[config.mk]
export PLATFORM = sky130hd
export DESIGN_NAME = peak_half_max_edge_finder_flat
export DESIGN_NICKNAME = d
export VERILOG_FILES = /design/src/rtl/phm_pkg.sv /design/src/rtl/phm_ifs.sv /design/src/rtl/phm_ctrl.sv /design/src/rtl/phm_dp.sv /design/src/rtl/peak_half_max_edge_finder.sv /design/src/flat_wrapper.sv
export SDC_FILE = /design/constraint.sdc
export NUM_CORES = 2
export LEC_CHECK = 0
export ABC_AREA = 1
export BUFFER_PORTS_ARGS = -buffer_cell sky130_fd_sc_hd__buf_2
export CORE_ASPECT_RATIO = 1.5
export CORE_MARGIN = 4
export CORE_UTILIZATION = 55
export DETAILED_ROUTE_END_ITERATION = 16
export PLACE_DENSITY_LB_ADDON = 0.15
export SETUP_SLACK_MARGIN = 0.3
export SLEW_MARGIN = 5
export SYNTH_ARGS = -nofsm -noshare
export SYNTH_HDL_FRONTEND = slang
export SYNTH_SLANG_ARGS = --single-unit
[constraint.sdc]
create_clock -name clk -period 5.5 [get_ports clk]
set_input_delay 0.55 -clock clk [delete_from_list [all_inputs] [get_ports clk]]
set_output_delay 0.55 -clock clk [all_outputs]
set_load 0.03 [all_outputs]
[src/rtl/phm_pkg.sv]
// ----------------------------------------------------------------------------
// phm_pkg
// Shared widths, controller states and the command/status bundles of the
// peak and half-maximum edge finder.
// ----------------------------------------------------------------------------
`default_nettype none

package phm_pkg;

  // Field widths
  localparam int AMP_W  = 16;
  localparam int POS_W  = 16;

  // Derived widths: doubled amplitudes, product, divider step counter, edge width
  localparam int NUM_W  = AMP_W + 1;
  localparam int PROD_W = NUM_W + POS_W;
  localparam int CNT_W  = $clog2(POS_W);
  localparam int WID_W  = POS_W + 1;

  // Controller states
  typedef enum logic [2:0] {
    ST_RUN,
    ST_PREP,
    ST_MUL,
    ST_DIV,
    ST_PUSH
  } state_t;

  // Commands from controller to datapath
  typedef struct packed {
    logic accept;   // sample transfer this cycle
    logic prep;     // form numerator, denominator, distance
    logic mul;      // register the product into the divider
    logic div;      // one restoring division step
    logic load;     // load the result register
  } cmd_t;

  // Status from datapath to controller
  typedef struct packed {
    logic found;    // latched run had a crossing
    logic div_last; // final division step this cycle
  } sts_t;

endpackage

`default_nettype wire

[src/rtl/phm_ifs.sv]
// ----------------------------------------------------------------------------
// phm_sample_if / phm_result_if
// Valid/ready channels for samples in and results out.
// ----------------------------------------------------------------------------
`default_nettype none

interface phm_sample_if;
  logic                        valid;
  logic                        ready;
  logic [phm_pkg::POS_W-1:0]   sample_pos;
  logic [phm_pkg::AMP_W-1:0]   sample_amp;
  logic                        run_last;

  modport source (output valid, sample_pos, sample_amp, run_last, input ready);
  modport sink   (input valid, sample_pos, sample_amp, run_last, output ready);
endinterface

interface phm_result_if;
  logic                        valid;
  logic                        ready;
  logic [phm_pkg::POS_W-1:0]   peak_pos;
  logic [phm_pkg::POS_W-1:0]   half_pos;
  logic signed [phm_pkg::WID_W-1:0] edge_width;
  logic                        half_found;

  modport source (output valid, peak_pos, half_pos, edge_width, half_found,
                  input ready);
  modport sink   (input valid, peak_pos, half_pos, edge_width, half_found,
                  output ready);
endinterface

`default_nettype wire

[src/rtl/phm_ctrl.sv]
// ----------------------------------------------------------------------------
// phm_ctrl
// Controller: takes samples, sequences the end-of-run interpolation and
// owns the result valid flag.
// ----------------------------------------------------------------------------
`default_nettype none

module phm_ctrl (
  input  wire logic          clk,
  input  wire logic          rst,
  input  wire logic          sample_valid,
  input  wire logic          run_last,
  output logic               sample_ready,
  output logic               result_valid,
  input  wire logic          result_ready,
  output phm_pkg::cmd_t      cmd,
  input  wire phm_pkg::sts_t sts
);

  phm_pkg::state_t state, state_next;
  logic            slot_free;

  assign slot_free = !result_valid || result_ready;

  // State register and result valid flag
  always_ff @(posedge clk) begin
    if (rst) begin
      state        <= phm_pkg::ST_RUN;
      result_valid <= 1'b0;
    end else begin
      state <= state_next;
      if (cmd.load) begin
        result_valid <= 1'b1;
      end else if (result_ready) begin
        result_valid <= 1'b0;
      end
    end
  end

  // Next state
  always_comb begin
    state_next = state;
    case (state)
      phm_pkg::ST_RUN: begin
        if (sample_valid && run_last) state_next = phm_pkg::ST_PREP;
      end
      phm_pkg::ST_PREP: begin
        state_next = sts.found ? phm_pkg::ST_MUL : phm_pkg::ST_PUSH;
      end
      phm_pkg::ST_MUL: begin
        state_next = phm_pkg::ST_DIV;
      end
      phm_pkg::ST_DIV: begin
        if (sts.div_last) state_next = phm_pkg::ST_PUSH;
      end
      phm_pkg::ST_PUSH: begin
        if (slot_free) state_next = phm_pkg::ST_RUN;
      end
      default: begin
        state_next = phm_pkg::ST_RUN;
      end
    endcase
  end

  // Outputs
  always_comb begin
    sample_ready = 1'b0;
    cmd          = '0;
    case (state)
      phm_pkg::ST_RUN: begin
        sample_ready = 1'b1;
        cmd.accept   = sample_valid;
      end
      phm_pkg::ST_PREP: cmd.prep = 1'b1;
      phm_pkg::ST_MUL:  cmd.mul  = 1'b1;
      phm_pkg::ST_DIV:  cmd.div  = 1'b1;
      phm_pkg::ST_PUSH: cmd.load = slot_free;
      default: begin
        sample_ready = 1'b0;
      end
    endcase
  end

endmodule

`default_nettype wire

[src/rtl/phm_dp.sv]
// ----------------------------------------------------------------------------
// phm_dp
// Datapath: peak and crossing tracker, end-of-run operand latch,
// multiplier, bit-serial divider and result register.
// ----------------------------------------------------------------------------
`default_nettype none

module phm_dp (
  input  wire logic                         clk,
  input  wire logic                         rst,
  input  wire phm_pkg::cmd_t                cmd,
  output phm_pkg::sts_t                     sts,
  input  wire logic [phm_pkg::POS_W-1:0]    sample_pos,
  input  wire logic [phm_pkg::AMP_W-1:0]    sample_amp,
  input  wire logic                         run_last,
  output logic [phm_pkg::POS_W-1:0]         peak_pos,
  output logic [phm_pkg::POS_W-1:0]         half_pos,
  output logic signed [phm_pkg::WID_W-1:0]  edge_width,
  output logic                              half_found
);

  // Tracker state
  logic [phm_pkg::AMP_W-1:0] peak_value,    peak_value_next;
  logic [phm_pkg::POS_W-1:0] peak_position, peak_position_next;
  logic [phm_pkg::POS_W-1:0] prev_pos;
  logic [phm_pkg::AMP_W-1:0] prev_amp;
  logic                      crossing_seen, crossing_seen_next;
  logic [phm_pkg::POS_W-1:0] before_pos,    before_pos_next;
  logic [phm_pkg::AMP_W-1:0] before_amp,    before_amp_next;
  logic [phm_pkg::POS_W-1:0] after_pos,     after_pos_next;
  logic [phm_pkg::AMP_W-1:0] after_amp,     after_amp_next;

  // Operands latched at the end of a run
  logic [phm_pkg::AMP_W-1:0] w_peak_val;
  logic [phm_pkg::POS_W-1:0] w_peak_pos;
  logic                      w_found;
  logic [phm_pkg::POS_W-1:0] w_bpos;
  logic [phm_pkg::AMP_W-1:0] w_bamp;
  logic [phm_pkg::POS_W-1:0] w_apos;
  logic [phm_pkg::AMP_W-1:0] w_aamp;

  // Interpolation operands and divider
  logic [phm_pkg::NUM_W-1:0] num;
  logic [phm_pkg::NUM_W-1:0] den;
  logic [phm_pkg::POS_W-1:0] dx;
  logic                      dir_up;
  logic [phm_pkg::NUM_W-1:0] rem;
  logic [phm_pkg::POS_W-1:0] quo;
  logic [phm_pkg::CNT_W-1:0] cnt;
  logic [phm_pkg::NUM_W:0]   shifted;
  logic                      ge;
  logic [phm_pkg::NUM_W:0]   diff;
  logic [phm_pkg::PROD_W-1:0] product;
  logic [phm_pkg::POS_W-1:0] half_calc;
  logic                      is_peak;
  logic                      is_cross;

  // Per-sample tracker update
  always_comb begin
    is_peak  = sample_amp > peak_value;
    is_cross = ({sample_amp, 1'b0} < {1'b0, peak_value}) && !crossing_seen;
    peak_value_next    = peak_value;
    peak_position_next = peak_position;
    crossing_seen_next = crossing_seen;
    before_pos_next    = before_pos;
    before_amp_next    = before_amp;
    after_pos_next     = after_pos;
    after_amp_next     = after_amp;
    if (is_peak) begin
      peak_value_next    = sample_amp;
      peak_position_next = sample_pos;
      crossing_seen_next = 1'b0;
    end else if (is_cross) begin
      before_pos_next    = prev_pos;
      before_amp_next    = prev_amp;
      after_pos_next     = sample_pos;
      after_amp_next     = sample_amp;
      crossing_seen_next = 1'b1;
    end
  end

  always_ff @(posedge clk) begin
    if (rst || (cmd.accept && run_last)) begin
      peak_value    <= '0;
      peak_position <= '0;
      prev_pos      <= '0;
      prev_amp      <= '0;
      crossing_seen <= 1'b0;
      before_pos    <= '0;
      before_amp    <= '0;
      after_pos     <= '0;
      after_amp     <= '0;
    end else if (cmd.accept) begin
      peak_value    <= peak_value_next;
      peak_position <= peak_position_next;
      prev_pos      <= sample_pos;
      prev_amp      <= sample_amp;
      crossing_seen <= crossing_seen_next;
      before_pos    <= before_pos_next;
      before_amp    <= before_amp_next;
      after_pos     <= after_pos_next;
      after_amp     <= after_amp_next;
    end
  end

  // Latch the finished run's figures, including its last sample
  always_ff @(posedge clk) begin
    if (cmd.accept && run_last) begin
      w_peak_val <= peak_value_next;
      w_peak_pos <= peak_position_next;
      w_found    <= crossing_seen_next;
      w_bpos     <= before_pos_next;
      w_bamp     <= before_amp_next;
      w_apos     <= after_pos_next;
      w_aamp     <= after_amp_next;
    end
  end

  // Interpolation operands: 2*eA - max, 2*(eA - eC), |xC - xA|
  always_ff @(posedge clk) begin
    if (cmd.prep) begin
      num    <= {w_bamp, 1'b0} - {1'b0, w_peak_val};
      den    <= {w_bamp - w_aamp, 1'b0};
      dir_up <= w_apos >= w_bpos;
      dx     <= (w_apos >= w_bpos) ? (w_apos - w_bpos) : (w_bpos - w_apos);
    end
  end

  assign product = phm_pkg::PROD_W'(num) * phm_pkg::PROD_W'(dx);

  // Restoring division step; the quotient stays below dx
  assign shifted = {rem, quo[phm_pkg::POS_W-1]};
  assign ge      = shifted >= {1'b0, den};
  assign diff    = shifted - {1'b0, den};

  always_ff @(posedge clk) begin
    if (cmd.mul) begin
      {rem, quo} <= product;
      cnt        <= '0;
    end else if (cmd.div) begin
      rem <= ge ? diff[phm_pkg::NUM_W-1:0] : shifted[phm_pkg::NUM_W-1:0];
      quo <= {quo[phm_pkg::POS_W-2:0], ge};
      cnt <= cnt + 1'b1;
    end
  end

  assign sts.found    = w_found;
  assign sts.div_last = (cnt == phm_pkg::CNT_W'(phm_pkg::POS_W - 1));

  // Crossing position: floor toward the lower coordinate
  always_comb begin
    if (den == '0) begin
      half_calc = w_bpos;
    end else if (dir_up) begin
      half_calc = w_bpos + quo;
    end else begin
      half_calc = w_bpos - quo - phm_pkg::POS_W'(rem != '0);
    end
  end

  // Result register
  always_ff @(posedge clk) begin
    if (cmd.load) begin
      peak_pos   <= w_peak_pos;
      half_found <= w_found;
      if (w_found) begin
        half_pos   <= half_calc;
        edge_width <= {1'b0, half_calc} - {1'b0, w_peak_pos};
      end else begin
        half_pos   <= '0;
        edge_width <= '0;
      end
    end
  end

endmodule

`default_nettype wire

[src/rtl/peak_half_max_edge_finder.sv]
// ----------------------------------------------------------------------------
// peak_half_max_edge_finder
// Tracks the peak of a sample run and the first falling half-maximum
// crossing after it; at the end of the run interpolates the crossing.
//
//   channel   dir   payload                                      handshake
//   sample    in    sample_pos, sample_amp, run_last             valid/ready
//   result    out   peak_pos, half_pos, edge_width, half_found   valid/ready
//
// Samples that do not end a run are taken one per cycle in ST_RUN. A run's
// last sample leads to ST_PREP, then, with a crossing, ST_MUL and ST_DIV
// of the one-bit-per-cycle divider, then ST_PUSH. Reset (rst, synchronous)
// clears the tracker and empties the result register. The result
// register holds a result until it is taken; the next run's samples are
// taken meanwhile, and only the next run end waits for the register to free up.
// ----------------------------------------------------------------------------
`default_nettype none

module peak_half_max_edge_finder (
  input  wire logic   clk,
  input  wire logic   rst,
  phm_sample_if.sink  sample,
  phm_result_if.source result
);

  phm_pkg::cmd_t cmd;
  phm_pkg::sts_t sts;

  // Controller
  phm_ctrl u_ctrl (
    .clk          (clk),
    .rst          (rst),
    .sample_valid (sample.valid),
    .run_last     (sample.run_last),
    .sample_ready (sample.ready),
    .result_valid (result.valid),
    .result_ready (result.ready),
    .cmd          (cmd),
    .sts          (sts)
  );

  // Datapath
  phm_dp u_dp (
    .clk        (clk),
    .rst        (rst),
    .cmd        (cmd),
    .sts        (sts),
    .sample_pos (sample.sample_pos),
    .sample_amp (sample.sample_amp),
    .run_last   (sample.run_last),
    .peak_pos   (result.peak_pos),
    .half_pos   (result.half_pos),
    .edge_width (result.edge_width),
    .half_found (result.half_found)
  );

endmodule

`default_nettype wire
[src/flat_wrapper.sv]
// flat-port wrapper written by rule: the top's interface ports become plain ports
module peak_half_max_edge_finder_flat 
  (clk, rst, sample_valid, sample_sample_pos, sample_sample_amp, sample_run_last, sample_ready, result_valid, result_peak_pos, result_half_pos, result_edge_width, result_half_found, result_ready);
  phm_sample_if sample_i ();
  phm_result_if result_i ();
  input  wire logic clk;
  input  wire logic rst;
  input wire logic [$bits(sample_i.valid)-1:0] sample_valid;
  input wire logic [$bits(sample_i.sample_pos)-1:0] sample_sample_pos;
  input wire logic [$bits(sample_i.sample_amp)-1:0] sample_sample_amp;
  input wire logic [$bits(sample_i.run_last)-1:0] sample_run_last;
  output wire logic [$bits(sample_i.ready)-1:0] sample_ready;
  output wire logic [$bits(result_i.valid)-1:0] result_valid;
  output wire logic [$bits(result_i.peak_pos)-1:0] result_peak_pos;
  output wire logic [$bits(result_i.half_pos)-1:0] result_half_pos;
  output wire logic [$bits(result_i.edge_width)-1:0] result_edge_width;
  output wire logic [$bits(result_i.half_found)-1:0] result_half_found;
  input wire logic [$bits(result_i.ready)-1:0] result_ready;
  assign sample_i.valid = sample_valid;
  assign sample_i.sample_pos = sample_sample_pos;
  assign sample_i.sample_amp = sample_sample_amp;
  assign sample_i.run_last = sample_run_last;
  assign sample_ready = sample_i.ready;
  assign result_valid = result_i.valid;
  assign result_peak_pos = result_i.peak_pos;
  assign result_half_pos = result_i.half_pos;
  assign result_edge_width = result_i.edge_width;
  assign result_half_found = result_i.half_found;
  assign result_i.ready = result_ready;
  peak_half_max_edge_finder u_core (.clk(clk), .rst(rst), .sample(sample_i), .result(result_i));
endmodule
==> summary.md <==
| Metric | Value |
|---|---|
| Status | `finished, violations left` |
| Failing checks | `negative setup slack` |
| Post-Layout Cell Count | `5044` |
| # fillers | `5108` |
| Critical path's most frequent cell | `fa_1` |
| IO buf count | `88` |
| Crit path arrival time | `between 5 and 6 ns` |
| Tightest Hold Check Type | `in2reg` |
| Worst setup EP type | `register` |
| Post-synthesis instance total | `roughly 4100` |
| RSZ-0062 raised after global routing | `true` |
| Fmax | `0.1808 GHz` |
| Die width | `204.3 µm` |
| P&R area growth vs syn | `13.90%` |
| DRT Wirelength | `around 86000 µm` |
| IO Count | `89` |
| Top Registers | `u_core.u_dp.edge_width (17), u_core.u_dp.num (17), u_core.u_dp.rem (17)` |
| Final setup vio count | `1` |
| Die Y-Extent | `302.4 µm` |
| RR Endpoint | `u_core.u_dp.rem[0]` |
| Max cap viols | `0` |
| Min setup slack post-route | `-0.03153 ns` |
| CP Max Fanout | `5` |
| Clk pin slew, worst setup/hold paths | `0.07 ns` |
| Vias in the first global route | `approximately 27000` |
| DRT Pass-1 Iters | `7` |
| Largest net degree at the start of global routing | `93` |
| Slew Limit Fails | `0` |
| Ys Warns | `0` |
| Slew headroom | `42.03%` |
| Layout cell share with drive strength beyond 1 | `roughly an eighth` |
| Asr flop ratio synth | `0%` |
| Multi-input logic area | `0.01925 mm²` |
| Initial cell density of the core | `55.73%` |
| Fin crit period | `around 5.5 ns` |
| GRT overflow | `0` |
| CTS tree | `done` |
| Core area | `between 0.05 and 0.06 mm²` |
| Initial drt markers | `approximately 1500` |
| CP startpoint | `u_core.u_dp.num[5]` |
| Ys flop type | `edfxtp_1` |
| Longest Clk Path Bufs | `3` |
| Number of instances in the placed design | `4939` |
| Net Count, Synth | `4632` |
| Detail-routed net length per standard cell | `roughly 17 µm` |
| Sink Count | `367` |
| DP HPWL | `66240 µm` |
| Number of antenna diodes | `0` |
| Final Core Density | `63.48%` |
| Flop2flop setup slack | `-0.03 ns` |
| Storage cell area | `0.009649 mm²` |
| Critical-path cell list | `buf_12 -> nand2_4 -> inv_2 -> fa_1 -> inv_2 -> fa_1 -> inv_1 -> fa_1 -> fa_2 -> fa_1 -> inv_2 -> fa_1 -> inv_2 -> ha_4 -> a21oi_4 -> nand2_2 -> nor2_1 -> a21oi_1 -> buf_4 -> buf_6 -> xnor2_2 -> o21ai_1` |
| All-Layer GR Usage | `between 20% and 30%` |
| Reg2reg path depth | `22` |
| Die footprint | `0.06178 mm²` |
| Worst-Skew Late Latency | `roughly 0.56 ns` |
| Post-DR vias/cell | `between 5 and 6` |
| Fin nets | `4781` |
| Fin crit share | `100.6%` |
| Remaining antenna violation count | `0` |
| Worst hold slack | `0.2322 ns` |
| Sum Neg Setup Slack | `-0.03153 ns` |
| Post-synthesis sequential area ratio | `30.36%` |
| Clock skew | `0.03257 ns` |
| First-pass GRT wire length | `137400 µm` |
| WP data required | `5.78 ns` |
| # H-tree levels | `2` |
| Final hold vios | `0` |
| Synthesized area per cell | `7.743 µm²` |
| Post-synth EDFFs | `230` |
| CTS root buffer | `clkbuf_16` |
| Cell area after synthesis | `0.03178 mm²` |
| CP endpoint | `u_core.u_dp.rem[0]` |
| DRC Markers | `0` |
| Yosys reg bits | `367` |
| Cell at the slowest stage of the critical path | `fa_1` |
| Crit-path max cell delay | `between 0.5 and 0.6 ns` |
| DR vias | `26830` |
| Initial antenna violation count | `0` |
| Rows | `107` |
| R2r startpoint | `u_core.u_dp.num[5]` |
| TritonCTS Buffers | `36` |
| Critical path class | `reg2reg` |
| Type of origin of the critical path | `register` |
| GPL Wtd Cong | `0.9632` |
| Cell variety after synth | `slightly above 50` |
| Slew @ Worst Pin | `0.8696 ns` |
cell usage in the layout, fill, tap and decap left out, drive strengths merged, types with 4 or more instances in the layout:
cell type     n
a21oi       233
nor4          5
clkinv        9
o21bai       32
nand4        22
nand3       303
xor2         45
nor2        155
o21a         72
xnor2        24
o211ai        5
a21o         11
o21ai       140
clkbuf       52
nand2      1147
a31oi         8
and2          4
ha          273
edfxtp      230
dfxtp       137
nand3b       26
or2           5
inv         799
nor3         33
a21boi        9
fa          217
buf         273
worst max-delay path, delay by kind of cell (launching register included):
kind | cells | cell delay [ns]
flip-flops | 1 | 0.45
buffers and inverters | 8 | 0.68
XOR/XNOR | 1 | 0.15
AND/OR/NAND/NOR | 3 | 0.27
AO/OA/AOI/OAI | 3 | 0.32
adder cells (fa/ha/maj) | 7 | 3.39
worst min-delay path by stage:
stage	startpoint	end	slack, ns	depth (start not counted)
floorplan	u_core.u_dp.cnt[3]	u_core.u_dp.cnt[3]	0.42	1
global placement	u_core.u_dp.after_amp[15]	u_core.u_dp.after_amp[15]	0.44	2
detailed placement	u_core.u_dp.w_peak_pos[2]	u_core.u_dp.peak_pos[2]	0.45	0
CTS	rst	u_core.u_ctrl.state[1]	0.21	2
global route	rst	u_core.u_ctrl.state[1]	0.22	2
finish	rst	u_core.u_ctrl.state[1]	0.23	2
per-stage QoR:
step           area (µm²)  setup slack (ns)
2_1_floorplan       32040            0.2904
3_5_place_dp        33880           -0.2481
6_report            36200          -0.03153
3_3_place_gp        33880           -0.2249
5_1_grt             36200           -0.1667
4_1_cts             35770           0.04313
synthesized netlist by cell type, types with 4 or more instances:
cell type | instances | area (µm²)
a21oi_1 | 232 | 1161
nand4_1 | 22 | 137.6
a31oi_1 | 7 | 43.79
nand3_1 | 301 | 1506
edfxtp_1 | 230 | 6907
nand2_1 | 1138 | 4272
a21o_1 | 11 | 82.58
clkbuf_1 | 109 | 409.1
buf_2 | 37 | 185.2
nor4_1 | 4 | 25.02
dfxtp_1 | 137 | 2743
o21ai_0 | 100 | 500.5
nor3_1 | 31 | 155.2
nand3b_1 | 26 | 195.2
ha_1 | 273 | 3416
inv_2 | 5 | 18.77
buf_4 | 13 | 97.59
fa_1 | 217 | 4344
or2_2 | 4 | 25.02
o21a_1 | 72 | 540.5
nor2_1 | 154 | 578.1
o211ai_1 | 5 | 37.54
nand2_2 | 7 | 43.79
inv_1 | 792 | 2973
and2_1 | 4 | 25.02
o21ai_1 | 39 | 195.2
xor2_1 | 45 | 394.1
xnor2_1 | 24 | 210.2
o21bai_1 | 31 | 232.7
a21boi_0 | 6 | 45.04
layer usage:
layer	share of wire, %	GRT usage [%]	vias up
li1	-	-	13210
met1	40	33.68	12730
met2	52	50.12	657
met3	3.8	2.245	229
met4	4.7	11.68	0
met5	0	0	-
area by class of cell:
| cell class | instances | share of cell area, % |
|---|---|---|
| sequential | 367 | 26.65 |
| tap | 763 | 2.637 |
| multi-input combinational | 2779 | 53.18 |
| inverter | 797 | 8.277 |
| timing repair buffer | 273 | 5.837 |
| clock inverter | 13 | 0.4493 |
| clock buffer | 52 | 2.969 |
logic make-up (layout without fill, tap and decap cells):
kind of cell / Yosys count / after routing / share of synthesized area, %
AO/OA/AOI/OAI: 517 / 517 / 9.341
buffers and inverters: 959 / 1135 / 11.67
AND/OR/NAND/NOR: 1702 / 1702 / 22.28
adder cells (fa/ha/maj): 490 / 490 / 24.41
flip-flops: 367 / 367 / 30.36
XOR/XNOR: 69 / 69 / 1.901
multiplexers: 1 / 1 / 0.03149
repair_timing:
item                       CTS  global route
hold buffers                 0             0
setup buffers               24            15
setup endpoints to repair   22            32
cloned                       1             0
pin swaps                   23            34
resized for setup           95           106
Power is not shown: default switching activity piles up to over one toggle a cycle in this logic, so the estimate is an artifact.
